### config.mk
export PLATFORM = sky130hd
export DESIGN_NAME = imu_serial_frame_decoder_flat
export DESIGN_NICKNAME = d
export VERILOG_FILES = /design/src/hw/rtl/imusfd_pkg.sv /design/src/hw/rtl/imusfd_req_if.sv /design/src/hw/rtl/imusfd_rsp_if.sv /design/src/hw/rtl/imusfd_parser.sv /design/src/hw/rtl/imusfd_latest.sv /design/src/hw/rtl/imu_serial_frame_decoder.sv /design/src/flat_wrapper.sv
export SDC_FILE = /design/constraint.sdc
export NUM_CORES = 1
export LEC_CHECK = 0
export ABC_AREA = 1
export BUFFER_PORTS_ARGS = -buffer_cell sky130_fd_sc_hd__buf_2
export CORE_ASPECT_RATIO = 0.7
export CORE_UTILIZATION = 52
export CTS_CLUSTER_DIAMETER = 40
export DETAILED_ROUTE_END_ITERATION = 16
export GPL_ROUTABILITY_DRIVEN = 0
export PLACE_DENSITY = 0.85
export SLEW_MARGIN = 20
export SYNTH_ARGS = -nofsm -noshare
export SYNTH_HDL_FRONTEND = slang
export SYNTH_HIERARCHICAL = 1
export SYNTH_SLANG_ARGS = --single-unit
### constraint.sdc
create_clock -name clock -period 11.75 [get_ports clock]
set_input_delay 0.5875 -clock clock [delete_from_list [all_inputs] [get_ports clock]]
set_output_delay 0.5875 -clock clock [all_outputs]
set_load 0.1 [all_outputs]
### src/hw/rtl/imusfd_pkg.sv
package imusfd_pkg;

   localparam logic [7:0] HEADER_BYTE = 8'h55;
   localparam logic [7:0] TYPE_ACCEL  = 8'h51;
   localparam logic [7:0] TYPE_RATE   = 8'h52;
   localparam logic [7:0] TYPE_ANGLE  = 8'h53;

   localparam logic [1:0] KIND_ACCEL = 2'd0;
   localparam logic [1:0] KIND_RATE  = 2'd1;
   localparam logic [1:0] KIND_ANGLE = 2'd2;

   // frame byte positions
   localparam logic [3:0] POS_FIRST_DATA = 4'd1;
   localparam logic [3:0] POS_CHECK      = 4'd10;
   localparam int         STORE_DEPTH    = 8;
   localparam int         TYPE_POS       = 1;
   localparam int         DATA_POS       = 2;
   localparam int         AXES           = 3;
   localparam int         LATEST_DEPTH   = 9;

   typedef logic signed [15:0] sample_type;
   typedef sample_type [AXES-1:0] triple_type;
   typedef sample_type [LATEST_DEPTH-1:0] latest_type;

   typedef struct packed {
      logic       valid;
      logic [1:0] kind;
      triple_type value;
   } frame_event_type;

endpackage

### src/hw/rtl/imusfd_req_if.sv
interface imusfd_req_if;
   logic       valid;
   logic       ready;
   logic [7:0] rx_byte;

   modport source (output valid, output rx_byte, input ready);
   modport sink (input valid, input rx_byte, output ready);
endinterface

### src/hw/rtl/imusfd_rsp_if.sv
interface imusfd_rsp_if;
   logic                   valid;
   logic                   ready;
   logic [1:0]             frame_kind;
   imusfd_pkg::sample_type accel_x;
   imusfd_pkg::sample_type accel_y;
   imusfd_pkg::sample_type accel_z;
   imusfd_pkg::sample_type rate_x;
   imusfd_pkg::sample_type rate_y;
   imusfd_pkg::sample_type rate_z;
   imusfd_pkg::sample_type angle_x;
   imusfd_pkg::sample_type angle_y;
   imusfd_pkg::sample_type angle_z;

   modport source (output valid, output frame_kind, output accel_x, output accel_y,
                   output accel_z, output rate_x, output rate_y, output rate_z,
                   output angle_x, output angle_y, output angle_z, input ready);
   modport sink (input valid, input frame_kind, input accel_x, input accel_y,
                 input accel_z, input rate_x, input rate_y, input rate_z,
                 input angle_x, input angle_y, input angle_z, output ready);
endinterface

### src/hw/rtl/imusfd_parser.sv
module imusfd_parser (
   input  logic                        clock,
   input  logic                        reset,
   input  logic                        fire,
   input  logic [7:0]                  rx_byte,
   output imusfd_pkg::frame_event_type frame_event
);
   import imusfd_pkg::*;

   localparam int IDX_BITS = $clog2(STORE_DEPTH);

   logic       open_ff, open_in;
   logic [3:0] pos_ff, pos_in;
   logic [7:0] sum_ff, sum_in;
   logic       store_we;
   logic [7:0] store_ff [STORE_DEPTH];
   logic       kind_ok;
   logic [1:0] kind;

   always_comb begin
      case (store_ff[IDX_BITS'(TYPE_POS)])
         TYPE_ACCEL: begin kind = KIND_ACCEL; kind_ok = 1'b1; end
         TYPE_RATE:  begin kind = KIND_RATE;  kind_ok = 1'b1; end
         TYPE_ANGLE: begin kind = KIND_ANGLE; kind_ok = 1'b1; end
         default:    begin kind = KIND_ACCEL; kind_ok = 1'b0; end
      endcase
   end

   always_comb begin
      open_in = open_ff;
      pos_in = pos_ff;
      sum_in = sum_ff;
      store_we = 1'b0;
      frame_event.valid = 1'b0;
      frame_event.kind = kind;
      for (int i = 0; i < AXES; i++) begin
         frame_event.value[i] = {store_ff[IDX_BITS'(DATA_POS + 2*i + 1)],
                                 store_ff[IDX_BITS'(DATA_POS + 2*i)]};
      end
      if (fire) begin
         if (!open_ff) begin
            if (rx_byte == HEADER_BYTE) begin
               open_in = 1'b1;
               pos_in = POS_FIRST_DATA;
               sum_in = rx_byte;
            end
         end else if (pos_ff == POS_CHECK) begin
            open_in = 1'b0;
            pos_in = '0;
            frame_event.valid = (rx_byte == sum_ff) && kind_ok;
         end else begin
            sum_in = sum_ff + rx_byte;
            pos_in = pos_ff + 4'd1;
            store_we = (pos_ff < 4'(STORE_DEPTH));
         end
      end
   end

   always_ff @(posedge clock) begin
      if (reset) begin
         open_ff <= 1'b0;
         pos_ff <= '0;
         sum_ff <= '0;
      end else begin
         open_ff <= open_in;
         pos_ff <= pos_in;
         sum_ff <= sum_in;
      end
   end

   always_ff @(posedge clock) begin
      if (store_we) begin
         store_ff[pos_ff[IDX_BITS-1:0]] <= rx_byte;
      end
   end

endmodule

### src/hw/rtl/imusfd_latest.sv
module imusfd_latest (
   input  logic                        clock,
   input  logic                        reset,
   input  logic                        fire,
   input  imusfd_pkg::frame_event_type frame_event,
   output imusfd_pkg::latest_type      latest
);
   import imusfd_pkg::*;

   latest_type latest_ff, latest_in;

   always_comb begin
      latest_in = latest_ff;
      if (fire && frame_event.valid) begin
         case (frame_event.kind)
            KIND_ACCEL: begin
               for (int i = 0; i < AXES; i++) latest_in[i] = frame_event.value[i];
            end
            KIND_RATE: begin
               for (int i = 0; i < AXES; i++) latest_in[AXES + i] = frame_event.value[i];
            end
            KIND_ANGLE: begin
               for (int i = 0; i < AXES; i++) latest_in[2*AXES + i] = frame_event.value[i];
            end
            default: begin
               latest_in = latest_ff;
            end
         endcase
      end
   end

   assign latest = latest_in;

   always_ff @(posedge clock) begin
      if (reset) begin
         latest_ff <= '0;
      end else begin
         latest_ff <= latest_in;
      end
   end

endmodule

### src/hw/rtl/imu_serial_frame_decoder.sv
// Decodes the 11-byte frames of an inertial sensor's serial stream, one received byte per
// req beat. A 0x55 byte seen while no frame is open starts a frame; the eleventh byte must
// equal the modulo-256 sum of the first ten. Frames of type 0x51, 0x52 and 0x53 replace the
// acceleration, angular rate or angle triple and produce one rsp beat that carries the kind
// and all nine latest raw counts (LSB 16/32768 g, 2000/32768 deg/s, 180/32768 deg); bad
// checksums and unknown types produce nothing. A byte is taken every cycle while req.ready is
// high; the checksum byte is checked from the input register and the rsp beat for its frame
// is then held in the rsp output register until it is taken, and a stalled rsp holds back req
// only once the input register is also full.
module imu_serial_frame_decoder (
   input  logic          clock,
   input  logic          reset,
   imusfd_req_if.sink    req,
   imusfd_rsp_if.source  rsp
);
   import imusfd_pkg::*;

   logic            in_valid_ff, in_valid_in;
   logic [7:0]      in_byte_ff, in_byte_in;
   logic            rsp_valid_ff, rsp_valid_in;
   logic [1:0]      kind_ff, kind_in;
   latest_type      values_ff, values_in;
   logic            advance;
   logic            work;
   frame_event_type frame_event;
   latest_type      latest;

   assign advance = !rsp_valid_ff || rsp.ready;
   assign req.ready = !in_valid_ff || advance;
   assign work = in_valid_ff && advance;

   imusfd_parser u_parser (
      .clock       (clock),
      .reset       (reset),
      .fire        (work),
      .rx_byte     (in_byte_ff),
      .frame_event (frame_event)
   );

   imusfd_latest u_latest (
      .clock       (clock),
      .reset       (reset),
      .fire        (work),
      .frame_event (frame_event),
      .latest      (latest)
   );

   always_comb begin
      in_valid_in = in_valid_ff;
      in_byte_in = in_byte_ff;
      if (req.ready) begin
         in_valid_in = req.valid;
         if (req.valid) in_byte_in = req.rx_byte;
      end
      rsp_valid_in = rsp_valid_ff;
      kind_in = kind_ff;
      values_in = values_ff;
      if (advance) begin
         rsp_valid_in = work && frame_event.valid;
         if (work && frame_event.valid) begin
            kind_in = frame_event.kind;
            values_in = latest;
         end
      end
   end

   always_ff @(posedge clock) begin
      if (reset) begin
         in_valid_ff <= 1'b0;
         rsp_valid_ff <= 1'b0;
      end else begin
         in_valid_ff <= in_valid_in;
         rsp_valid_ff <= rsp_valid_in;
      end
   end

   always_ff @(posedge clock) begin
      in_byte_ff <= in_byte_in;
      kind_ff <= kind_in;
      values_ff <= values_in;
   end

   assign rsp.valid = rsp_valid_ff;
   assign rsp.frame_kind = kind_ff;
   assign rsp.accel_x = values_ff[0];
   assign rsp.accel_y = values_ff[1];
   assign rsp.accel_z = values_ff[2];
   assign rsp.rate_x = values_ff[3];
   assign rsp.rate_y = values_ff[4];
   assign rsp.rate_z = values_ff[5];
   assign rsp.angle_x = values_ff[6];
   assign rsp.angle_y = values_ff[7];
   assign rsp.angle_z = values_ff[8];

endmodule

### src/flat_wrapper.sv
// flat-port wrapper written by rule: the top's interface ports become plain ports
module imu_serial_frame_decoder_flat import imusfd_pkg::*;
  (clock, reset, req_valid, req_rx_byte, req_ready, rsp_valid, rsp_frame_kind, rsp_accel_x, rsp_accel_y, rsp_accel_z, rsp_rate_x, rsp_rate_y, rsp_rate_z, rsp_angle_x, rsp_angle_y, rsp_angle_z, rsp_ready);
  imusfd_req_if req_i ();
  imusfd_rsp_if rsp_i ();
  input  logic clock;
  input  logic reset;
  input wire logic [$bits(req_i.valid)-1:0] req_valid;
  input wire logic [$bits(req_i.rx_byte)-1:0] req_rx_byte;
  output wire logic [$bits(req_i.ready)-1:0] req_ready;
  output wire logic [$bits(rsp_i.valid)-1:0] rsp_valid;
  output wire logic [$bits(rsp_i.frame_kind)-1:0] rsp_frame_kind;
  output wire logic [$bits(rsp_i.accel_x)-1:0] rsp_accel_x;
  output wire logic [$bits(rsp_i.accel_y)-1:0] rsp_accel_y;
  output wire logic [$bits(rsp_i.accel_z)-1:0] rsp_accel_z;
  output wire logic [$bits(rsp_i.rate_x)-1:0] rsp_rate_x;
  output wire logic [$bits(rsp_i.rate_y)-1:0] rsp_rate_y;
  output wire logic [$bits(rsp_i.rate_z)-1:0] rsp_rate_z;
  output wire logic [$bits(rsp_i.angle_x)-1:0] rsp_angle_x;
  output wire logic [$bits(rsp_i.angle_y)-1:0] rsp_angle_y;
  output wire logic [$bits(rsp_i.angle_z)-1:0] rsp_angle_z;
  input wire logic [$bits(rsp_i.ready)-1:0] rsp_ready;
  assign req_i.valid = req_valid;
  assign req_i.rx_byte = req_rx_byte;
  assign req_ready = req_i.ready;
  assign rsp_valid = rsp_i.valid;
  assign rsp_frame_kind = rsp_i.frame_kind;
  assign rsp_accel_x = rsp_i.accel_x;
  assign rsp_accel_y = rsp_i.accel_y;
  assign rsp_accel_z = rsp_i.accel_z;
  assign rsp_rate_x = rsp_i.rate_x;
  assign rsp_rate_y = rsp_i.rate_y;
  assign rsp_rate_z = rsp_i.rate_z;
  assign rsp_angle_x = rsp_i.angle_x;
  assign rsp_angle_y = rsp_i.angle_y;
  assign rsp_angle_z = rsp_i.angle_z;
  assign rsp_i.ready = rsp_ready;
  imu_serial_frame_decoder u_core (.clock(clock), .reset(reset), .req(req_i), .rsp(rsp_i));
endmodule
==> results.sh, run 1 <==
export IMPL_status="finished, final reports clean"
export IMPL_finClkSkew_ns=0.0245
export IMPL_rsz0062_at_grt="no"
export IMPL_ys_seq_area_share_pct=66.3
export IMPL_ios=160
export IMPL_hpwl_um=19700
export IMPL_tns_ns=0
export IMPL_avgRoutedWirePerCell_um=15.5
export IMPL_synthCells=1531
export IMPL_hold_viol=0
export IMPL_yosysWarningCount=6
export IMPL_synth_seq_cells=369
export IMPL_numCtsBuffers=38
export IMPL_layout_min_cycle_time_ns=3.95
export IMPL_setup_worst_path_start_class="flop"
export IMPL_post_route_period_util_pct=33.6
export IMPL_dieHeight_um=141
export IMPL_setup_worst_path_start="u_core/u_parser/store_ff[1][5]"
export IMPL_multi_input_area_mm2=0.00321
export IMPL_clock_fmax_ghz=0.253
export IMPL_powerDensity_mw_per_mm2=156
export IMPL_cts_clk_slew_worst_paths_ns=0.06
export IMPL_p_sw_uw=519
export IMPL_synth_top_cell_area_share_pct=44.0
export IMPL_relSlewSlack_pct=25.3
export IMPL_gr_total_overflow=0
export IMPL_switching_share_pct=20.0
export IMPL_worstMarginPinSlew_ns=1.12
export IMPL_combPwrFrac_pct=0.9
export IMPL_holdCritPathClass="in2reg"
export IMPL_wl_um=32000
export IMPL_layout_common_cells="362 x inv_1, 338 x nand2_1, 210 x edfxtp_1"
export IMPL_drc=0
export IMPL_synth_avg_cell_area_um2=9.35
export IMPL_antenna_found_initial=0
export IMPL_hold_start="req_rx_byte[2]"
export IMPL_vias=10300
export IMPL_drt_iter0_markers=1133
export IMPL_vias_per_cell=4.97
export IMPL_register_area_mm2=0.00949
export IMPL_nets=1696
export IMPL_critPathArrivalTime_ns=4.32
export IMPL_clk_latency_ns=0.52
export IMPL_htreeDepth=2
export IMPL_cts_tree="yes"
export IMPL_drv_slew=0
export IMPL_antenna_cells=0
export IMPL_netlist_area_mm2=0.0143
export IMPL_grtUsageTotal_pct=22.6
export IMPL_coreArea_mm2=0.0269
export IMPL_final_common_cell="inv_1"
export IMPL_grt_max_degree=106
export IMPL_ctsRootBufferMaster="clkbuf_16"
export IMPL_critPathMaxFanout=49
export IMPL_synth_area_leader_cell="edfxtp_1"
export IMPL_fin_total_pwr_uw=2590
export IMPL_critPathCaptureType="flop"
export IMPL_drv_cap=0
export IMPL_p_int_uw=2070
export IMPL_hold_worst_slack_ns=0.238
export IMPL_cts_buffer_depth=3
export IMPL_drive_gt1_share_pct=14.7
export IMPL_initial_utilization_pct=53.2
export IMPL_io_buffers=159
export IMPL_post_cts_buffers=0
export IMPL_clock_sinks=369
export IMPL_num_rows=50
export IMPL_grt_pass1_vias=9755
export IMPL_netlist_cell_type_count=29
export IMPL_ir_worst_vdd_mv=0.0887
export IMPL_syn_to_final_growth_pct=16.4
export IMPL_firstDrtPassIters=5
export IMPL_synth_area_top_cells="edfxtp_1 44%, dfxtp_1 22%, inv_1 9.5%"
export IMPL_power_frac_clock_pct=46.3
export IMPL_grt_pass1_wl_um=50300
export IMPL_cts_repair_resized=0
export IMPL_power_frac_seq_pct=52.8
export IMPL_ant_nets=0
export IMPL_finalSetupViolations=0
export IMPL_synth_nets=1553
export IMPL_critPathRequiredTime_ns=12.13
export IMPL_fill_cells=2103
export IMPL_die_w_um=200
export IMPL_leakagePower_uw=0.00829
export IMPL_timing_rr_start="u_core/u_parser/store_ff[1][5]"
export IMPL_final_core_util_pct=62.0
export IMPL_crit_type="reg2reg"
export IMPL_dieArea_mm2=0.0282
export IMPL_postCtsHoldBufs=0
==> power by group through the flow <==
stage          Combinational (µW)  Clock (µW)  Sequential [µW]
3_3_place_gp                 21.9           0             1400
6_report                     23.5        1200             1370
5_1_grt                      25.5        1280             1370
2_1_floorplan                16.2           0             1390
3_5_place_dp                 22.8           0             1400
4_1_cts                      23.0        1220             1370
==> sequential cells by signal, summed over array words and instances, names as in the netlist, 8 cells and up <==
name and flops:
u_core/in_byte_ff 8, u_core/rsp.accel_x 16, u_core/rsp.accel_y 16, u_core/rsp.accel_z 16, u_core/rsp.angle_x 16, u_core/rsp.angle_y 16
u_core/rsp.angle_z 16, u_core/rsp.rate_x 16, u_core/rsp.rate_y 16, u_core/rsp.rate_z 16, u_core/u_latest/latest_ff 144, u_core/u_parser/store_ff 56
u_core/u_parser/sum_ff 8
==> layout make-up <==
type / count / area share [%]
tap: 364 / 2.73
inverter: 368 / 8.30
clock buffer: 51 / 6.36
sequential: 369 / 56.9
multi-input combinational: 729 / 19.3
timing repair buffer: 168 / 5.19
clock inverter: 17 / 1.24
==> critical path: stages, from the launching register on <==
cell and delay (ns):
edfxtp_1 0.37, nor3_1 0.47, nand2_1 0.14, nor3_1 0.85, inv_2 0.09, nor2_4 0.10, buf_4 0.52, nand2_2 0.80
nand2_1 0.22, nand2_1 0.14, inv_1 0.10
==> Yosys cell counts <==
cell / number
a21oi_1: 14
buf_1: 5
buf_2: 24
buf_4: 2
buf_6: 3
clkbuf_1: 31
dfxtp_1: 159
edfxtp_1: 210
fa_1: 1
ha_1: 9
inv_1: 362
inv_2: 6
nand2_1: 341
nand2_2: 2
nand2_4: 2
nand3_1: 155
nand3_2: 1
nand3b_1: 2
nor2_1: 169
nor2_2: 5
nor3_1: 8
nor4_1: 1
o2111ai_1: 1
o21ai_0: 7
o21ai_1: 4
or2_0: 1
or2_1: 2
xnor2_1: 1
xor2_1: 3
==> worst paths after layout <==
kind | cells past startpoint | slack (ns) | endpoint
setup / recovery | 10 | 7.80 | u_core/rsp.rate_z[9]
hold / removal | 1 | 0.24 | u_core/in_byte_ff[2]
setup reg to reg | 10 | 7.80 | u_core/rsp.rate_z[9]
hold reg to reg | 2 | 0.50 | u_core/u_parser/sum_ff[4]
==> kinds of logic after synthesis <==
family / share of synthesized area (%)
xor+xnor: 0.245
simple gates: 19.9
compound gates: 0.935
fa+ha+maj: 0.926
flops: 66.3
buf+inv: 11.8
==> stage by stage <==
stage	cells	setup WS (ns)	cell area [µm²]
3_3_place_gp	1998	8.07	15400
3_5_place_dp	1998	8.03	15400
6_report	2066	7.80	16700
5_1_grt	2066	7.57	16700
2_1_floorplan	1531	3.94	14300
4_1_cts	2066	7.98	16600
==> per-layer routing <==
metal | wire (µm) | share of wire [%] | global-route usage (%) | vias up
met5 | 0 | 0 | 0 | -
met4 | 461 | 1.4 | 5.30 | 0
met3 | 3340 | 10 | 4.95 | 48
met2 | 14400 | 45 | 35.1 | 494
met1 | 13800 | 43 | 32.4 | 4806
li1 | - | - | - | 4927
No activity file was read; power rests on OpenSTA's default activity.
==> run 2, diff against run 1 <==
Settings changed: ABC_AREA 1 to 0, CORE_UTILIZATION 52 to 53, PLACE_DENSITY 0.85 to 0.86.
Clock period 11.75 ns to 3.5 ns, I/O delays scaled along.
==> results.sh, run 2 <==
export IMPL_async_flop_share_pct=0
export IMPL_layout_min_cycle_time_ns=3.14
export IMPL_timing_rr_start="u_core/in_byte_ff[4]"
export IMPL_status="finished, final reports clean"
export IMPL_num_rows=51
export IMPL_die_w_um=203
export IMPL_netlist_cell_type_count=49
export IMPL_placed_cells=1532
export IMPL_synth_edf_count=210
export IMPL_setup_worst_path_start="u_core/in_byte_ff[4]"
export IMPL_synth_seq_cells=369
export IMPL_cp_buffers_inverters=1
export IMPL_clock_fmax_ghz=0.319
export IMPL_busiest_layer="met2"
export IMPL_worstMarginPinSlew_ns=0.852
export IMPL_crit_path_top_delay_cell="mux2_1"
export IMPL_dieHeight_um=143
export IMPL_powerDensity_mw_per_mm2=502
export IMPL_crit_type="reg2reg"
export IMPL_post_route_period_util_pct=89.6
export IMPL_setup_worst_path_start_class="flop"
export IMPL_critPathRequiredTime_ns=3.76
export IMPL_synthTopCellsByCount="210 x edfxtp_1, 197 x nand2b_1, 159 x dfxtp_1"
export IMPL_drive_gt1_share_pct=26.9
export IMPL_holdCritPathClass="in2reg"
export IMPL_wl_um=30900
export IMPL_multi_input_area_mm2=0.00524
export IMPL_coreArea_mm2=0.0278
export IMPL_relSlewSlack_pct=43.0
export IMPL_antenna_found_initial=1
export IMPL_clock_sinks=369
export IMPL_critPathCaptureType="flop"
export IMPL_firstDrtPassIters=5
export IMPL_critPathArrivalTime_ns=3.40
export IMPL_initial_utilization_pct=53.9
export IMPL_grt_max_degree=130
export IMPL_avgRoutedWirePerCell_um=19.2
export IMPL_power_frac_seq_pct=51.7
export IMPL_largest_reg_flops=144
export IMPL_vias=8728
export IMPL_slowest_delay_ns=0.46
export IMPL_drc=0
export IMPL_top_register="u_core/u_latest/latest_ff"
export IMPL_dieArea_mm2=0.0289
export IMPL_synth_most_common_cell="edfxtp_1"
export IMPL_ios=160
export IMPL_hold_start="reset"
export IMPL_critPathTopFamily="simple AND/OR/NAND/NOR gates"
export IMPL_ctsRootBufferMaster="clkbuf_16"
export IMPL_syn_to_final_growth_pct=17.4
export IMPL_cts_repair_resized=0
export IMPL_cts_tree="yes"
export IMPL_fill_cells=1993
export IMPL_leakagePower_uw=0.00668
export IMPL_grtUsageTotal_pct=21.1
export IMPL_combPwrFrac_pct=2.1
export IMPL_grt_use_met1_pct=30.2
export IMPL_ys_seq_area_share_pct=63.4
export IMPL_drv_slew=0
export IMPL_grt_pass1_vias=8591
export IMPL_gr_total_overflow=0
export IMPL_stdcell_count=1612
export IMPL_grt_util_met2_pct=33.3
export IMPL_finalSetupViolations=0
export IMPL_cts_clk_slew_worst_paths_ns=0.07
export IMPL_nets=1234
export IMPL_drv_cap=0
export IMPL_ir_worst_vdd_mv=0.302
export IMPL_numCtsBuffers=38
export IMPL_power_frac_clock_pct=46.2
export IMPL_clk_latency_ns=0.54
export IMPL_hold_viol=0
export IMPL_io_buffers=159
export IMPL_synth_top_cell_area_share_pct=42.1
export IMPL_ant_nets=0
export IMPL_cts_buffer_depth=3
export IMPL_register_area_mm2=0.00949
export IMPL_yosysWarningCount=6
export IMPL_dp_slack_ns=0.494
export IMPL_synth_area_leader_cell="edfxtp_1"
export IMPL_synth_area_top_cells="edfxtp_1 42%, dfxtp_1 21%, mux2i_1 10%"
export IMPL_netlist_area_mm2=0.0150
export IMPL_drt_iter0_markers=654
export IMPL_p_sw_uw=1790
export IMPL_grt_pass1_wl_um=47300
export IMPL_grtUsageMet3_pct=3.93
export IMPL_cp_cell_sequence="ha_1 > nor4_1 > nand3_1 > nor3_4 > nand4b_1 > buf_12 > mux2_1"
export IMPL_layout_setup_ws_ns=0.364
export IMPL_layout_common_cells="210 x edfxtp_1, 197 x nand2b_1, 158 x buf_2, 158 x dfxtp_1, 149 x mux2i_1"
export IMPL_p_int_uw=7040
export IMPL_synth_nets=1061
export IMPL_finClkSkew_ns=0.0336
export IMPL_vias_per_cell=5.41
export IMPL_hpwl_um=18500
export IMPL_final_common_cell="edfxtp_1"
export IMPL_synth_flop_cell="edfxtp_1"
export IMPL_hold_worst_slack_ns=0.320
export IMPL_synth_avg_cell_area_um2=14.4
export IMPL_rsz0062_at_grt="no"
export IMPL_htreeDepth=2
export IMPL_critPathMaxFanout=88
export IMPL_switching_share_pct=20.2
export IMPL_synthCells=1039
## run 2: changes by cell type after synthesis, sizes merged, moves of 5 or more
cell / previous run / this run
clkbuf: 31 / 24
inv: 368 / 8
mux2: 0 / 144
mux2i: 0 / 149
nand2: 345 / 11
nand2b: 0 / 197
nand3: 156 / 2
nor2: 174 / 18
o21a: 0 / 5
## run 2: final timing paths
check	endpoint	slack (ns)	cells past startpoint
worst min-delay path	u_core/u_latest/latest_ff[35]	0.32	3
worst max-delay path	u_core/rsp.rate_z[3]	0.36	7
worst min register to register	u_core/u_latest/latest_ff[62]	0.47	2
worst max register to register	u_core/rsp.rate_z[3]	0.36	7
## run 2: logic make-up (layout without fill, tap and decap cells)
kind of cell    count (synthesis)  count (layout)  share of synthesized area, %
compound gates                 39              39                          1.87
xor+xnor                        3               3                         0.176
fa+ha+maj                      10              10                         0.886
buf+inv                        64             265                          2.12
flops                         369             369                          63.4
mux                           293             293                          20.8
other cells                     0               1                             0
simple gates                  261             261                          10.8
## run 2: worst min-delay path, delay by kind of cell
| kind | cells | cell delay [ns] |
|---|---|---|
| buf+inv | 1 | 0.29 |
| simple gates | 1 | 0.23 |
| mux | 1 | 0.11 |
## run 2: power by group through the flow
stage | sequential (µW) | clock, µW | combinational [µW]
finish | 4570 | 4070 | 183
global route | 4560 | 4320 | 195
CTS | 4570 | 4140 | 182
detailed placement | 4660 | 0 | 171
global placement | 4660 | 0 | 168
floorplan | 4670 | 0 | 97.6
## run 2: what timing repair did
item,4_1_cts,5_1_grt
setup endpoints to repair,0,0
setup buffers,0,0
hold buffers,11,0
hold endpoints to repair,10,0
## run 2: cell type report
| class | instances | share of cell area (%) |
|---|---|---|
| repair buffers | 189 | 6.26 |
| inverters | 8 | 0.171 |
| flip-flops and latches | 369 | 54.0 |
| clock buffers | 53 | 5.91 |
| diodes | 1 | 0.0142 |
| multi-input cells | 606 | 29.8 |
| clock inverters | 15 | 1.25 |
| well taps | 371 | 2.64 |
## run 2: metal layers
metal	up-vias	part of all wire, %
met5	-	0
met4	0	1.7
met3	44	6.1
met2	279	46
met1	4306	46
li1	4099	-
## run 2: stage by stage
stage | util (%) | power, µW | instance area [µm²] | TNS (ns)
5_1_grt | 63.3 | 9080 | 17600 | 0
3_3_place_gp | 58.4 | 4830 | 16200 | 0
3_5_place_dp | 58.4 | 4830 | 16200 | 0
4_1_cts | 63.3 | 8890 | 17600 | 0
2_1_floorplan | - | 4770 | 15000 | -101.93
6_report | 63.3 | 8820 | 17600 | 0
==> run 3, diff against run 2 <==
Settings changed: PLACE_DENSITY 0.86 to 0.81.
==> results.sh, run 3 (synthesis gave the netlist of run 2 again) <==
export IMPL_status="finished, final reports clean"
export IMPL_initial_utilization_pct=53.9
export IMPL_cts_buffer_depth=3
export IMPL_clk_latency_ns=0.54
export IMPL_top_register="u_core/u_latest/latest_ff"
export IMPL_drive_gt1_share_pct=27.5
export IMPL_die_w_um=203
export IMPL_nets=1239
export IMPL_hold_viol=0
export IMPL_grtUsageMet3_pct=4.59
export IMPL_crit_type="reg2reg"
export IMPL_switching_share_pct=20.8
export IMPL_syn_to_final_growth_pct=17.8
export IMPL_design_area_mm2=0.0176
export IMPL_dieArea_mm2=0.0289
export IMPL_grt_pass1_wl_um=48400
export IMPL_ctsRootBufferMaster="clkbuf_16"
export IMPL_clock_sinks=369
export IMPL_layout_common_cells="210 x edfxtp_1, 197 x nand2b_1, 158 x buf_2, 158 x dfxtp_1, 149 x mux2i_1"
export IMPL_grtUsageTotal_pct=21.5
export IMPL_post_cts_buffers=0
export IMPL_grt_util_met2_pct=34.0
export IMPL_layout_min_cycle_time_ns=3.09
export IMPL_dp_slack_ns=0.506
export IMPL_numCtsBuffers=40
export IMPL_htreeDepth=2
export IMPL_stdcell_count=1621
export IMPL_rsz0062_at_grt="no"
export IMPL_hold_start="reset"
export IMPL_hold_depth=2
export IMPL_num_rows=51
export IMPL_final_common_cell="edfxtp_1"
export IMPL_ir_worst_vdd_mv=0.289
export IMPL_critPathRequiredTime_ns=3.78
export IMPL_leakagePower_uw=0.00672
export IMPL_busiest_layer="met2"
export IMPL_reg2reg_depth=7
export IMPL_vias_per_cell=5.34
export IMPL_avgRoutedWirePerCell_um=18.8
export IMPL_fill_cells=2070
export IMPL_worstMarginPinSlew_ns=0.829
export IMPL_tns_ns=0
export IMPL_drv_cap=0
export IMPL_dpl_cell_area_mm2=0.0163
export IMPL_critPathMaxFanout=38
export IMPL_p_int_uw=6930
export IMPL_clock_fmax_ghz=0.323
export IMPL_grt_max_degree=106
export IMPL_antenna_found_initial=1
export IMPL_largest_reg_flops=144
export IMPL_critPathCaptureType="flop"
export IMPL_relSlewSlack_pct=44.5
export IMPL_drv_slew=0
export IMPL_dieHeight_um=143
export IMPL_grt_use_met1_pct=29.9
export IMPL_slowest_delay_ns=0.45
export IMPL_io_buffers=159
export IMPL_cts_tree="yes"
export IMPL_ios=160
export IMPL_finClkSkew_ns=0.0192
export IMPL_coreArea_mm2=0.0278
export IMPL_firstDrtPassIters=5
export IMPL_combPwrFrac_pct=2.1
export IMPL_placed_cells=1535
export IMPL_cp_cell_sequence="ha_1 > nor4_1 > nand3_1 > nor3_4 > nand4b_1 > buf_4 > mux2_1"
export IMPL_layout_setup_ws_ns=0.409
export IMPL_p_sw_uw=1820
export IMPL_ant_nets=0
export IMPL_gr_total_overflow=0
export IMPL_cts_clk_slew_worst_paths_ns=0.06
export IMPL_r2r_end="u_core/rsp.angle_z[6]"
export IMPL_drt_iter0_markers=440
export IMPL_reg2reg_setup_slack_ns=0.41
export IMPL_post_route_period_util_pct=88.3
export IMPL_hpwl_um=18300
export IMPL_power_frac_seq_pct=52.2
export IMPL_grt_pass1_vias=8761
export IMPL_finalSetupViolations=0
export IMPL_timing_rr_start="u_core/in_byte_ff[4]"
export IMPL_holdCritPathClass="in2reg"
export IMPL_final_core_util_pct=63.6
export IMPL_power_frac_clock_pct=45.7
export IMPL_setup_worst_path_start_class="flop"
export IMPL_crit_path_top_delay_cell="nor4_1"
export IMPL_vias=8655
export IMPL_wl_um=30500
export IMPL_drc=0
export IMPL_powerDensity_mw_per_mm2=496
export IMPL_hold_end="u_core/u_parser/pos_ff[0]"
export IMPL_critPathArrivalTime_ns=3.37
run 3: worst max path at each step:
stage                                    start               endpoint
after global placement    u_core/in_byte_ff[4]  u_core/rsp.angle_z[6]
after global routing      u_core/in_byte_ff[4]  u_core/rsp.angle_z[6]
after floorplan           u_core/in_byte_ff[0]  u_core/rsp.accel_x[0]
after CTS                 u_core/in_byte_ff[4]  u_core/rsp.angle_z[6]
after detailed placement  u_core/in_byte_ff[4]  u_core/rsp.angle_z[6]
final                     u_core/in_byte_ff[4]  u_core/rsp.angle_z[6]
run 3: critical path: cells and delay by family (launching register included):
family,cells,cell delay (ns)
adder cells (fa/ha/maj),1,0.38
AND/OR/NAND/NOR,4,1.24
flip-flops,1,0.40
buffers and inverters,1,0.37
multiplexers,1,0.40
run 3: repair_timing:
item | 4_1_cts | 5_1_grt
hold buffers | 11 | 0
endpoints found under the hold margin | 10 | 0
gates resized for setup | 0 | 0
run 3: power groups by stage:
stage	clock network (µW)	logic (µW)	registers (µW)
CTS	4080	181	4570
global route	4270	194	4570
detailed placement	0	170	4660
global placement	0	170	4660
floorplan	0	97.6	4670
finish	4000	182	4570
run 3: stage by stage:
step | hold WS [ns] | total power [µW]
4_1_cts | 0.0585 | 8830
3_3_place_gp | 0.355 | 4830
6_report | 0.0813 | 8750
3_5_place_dp | 0.353 | 4830
5_1_grt | 0.114 | 9030
2_1_floorplan | 0.237 | 4770
run 3: final cells by class:
type                    count  area (µm²)  share of cell area, %
diodes                      1        2.50                 0.0142
clock inverters            21         150                  0.851
well taps                 371         464                   2.63
clock buffers              53        1120                   6.35
flip-flops and latches    369        9490                   53.8
inverters                   8        30.0                  0.170
repair buffers            192        1150                   6.51
multi-input cells         606        5240                   29.7
run 3: per-layer routing:
metal / vias up / wire length (µm)
li1: 4126 / -
met1: 4244 / 14100
met2: 246 / 14100
met3: 39 / 1810
met4: 0 / 522
met5: - / 0
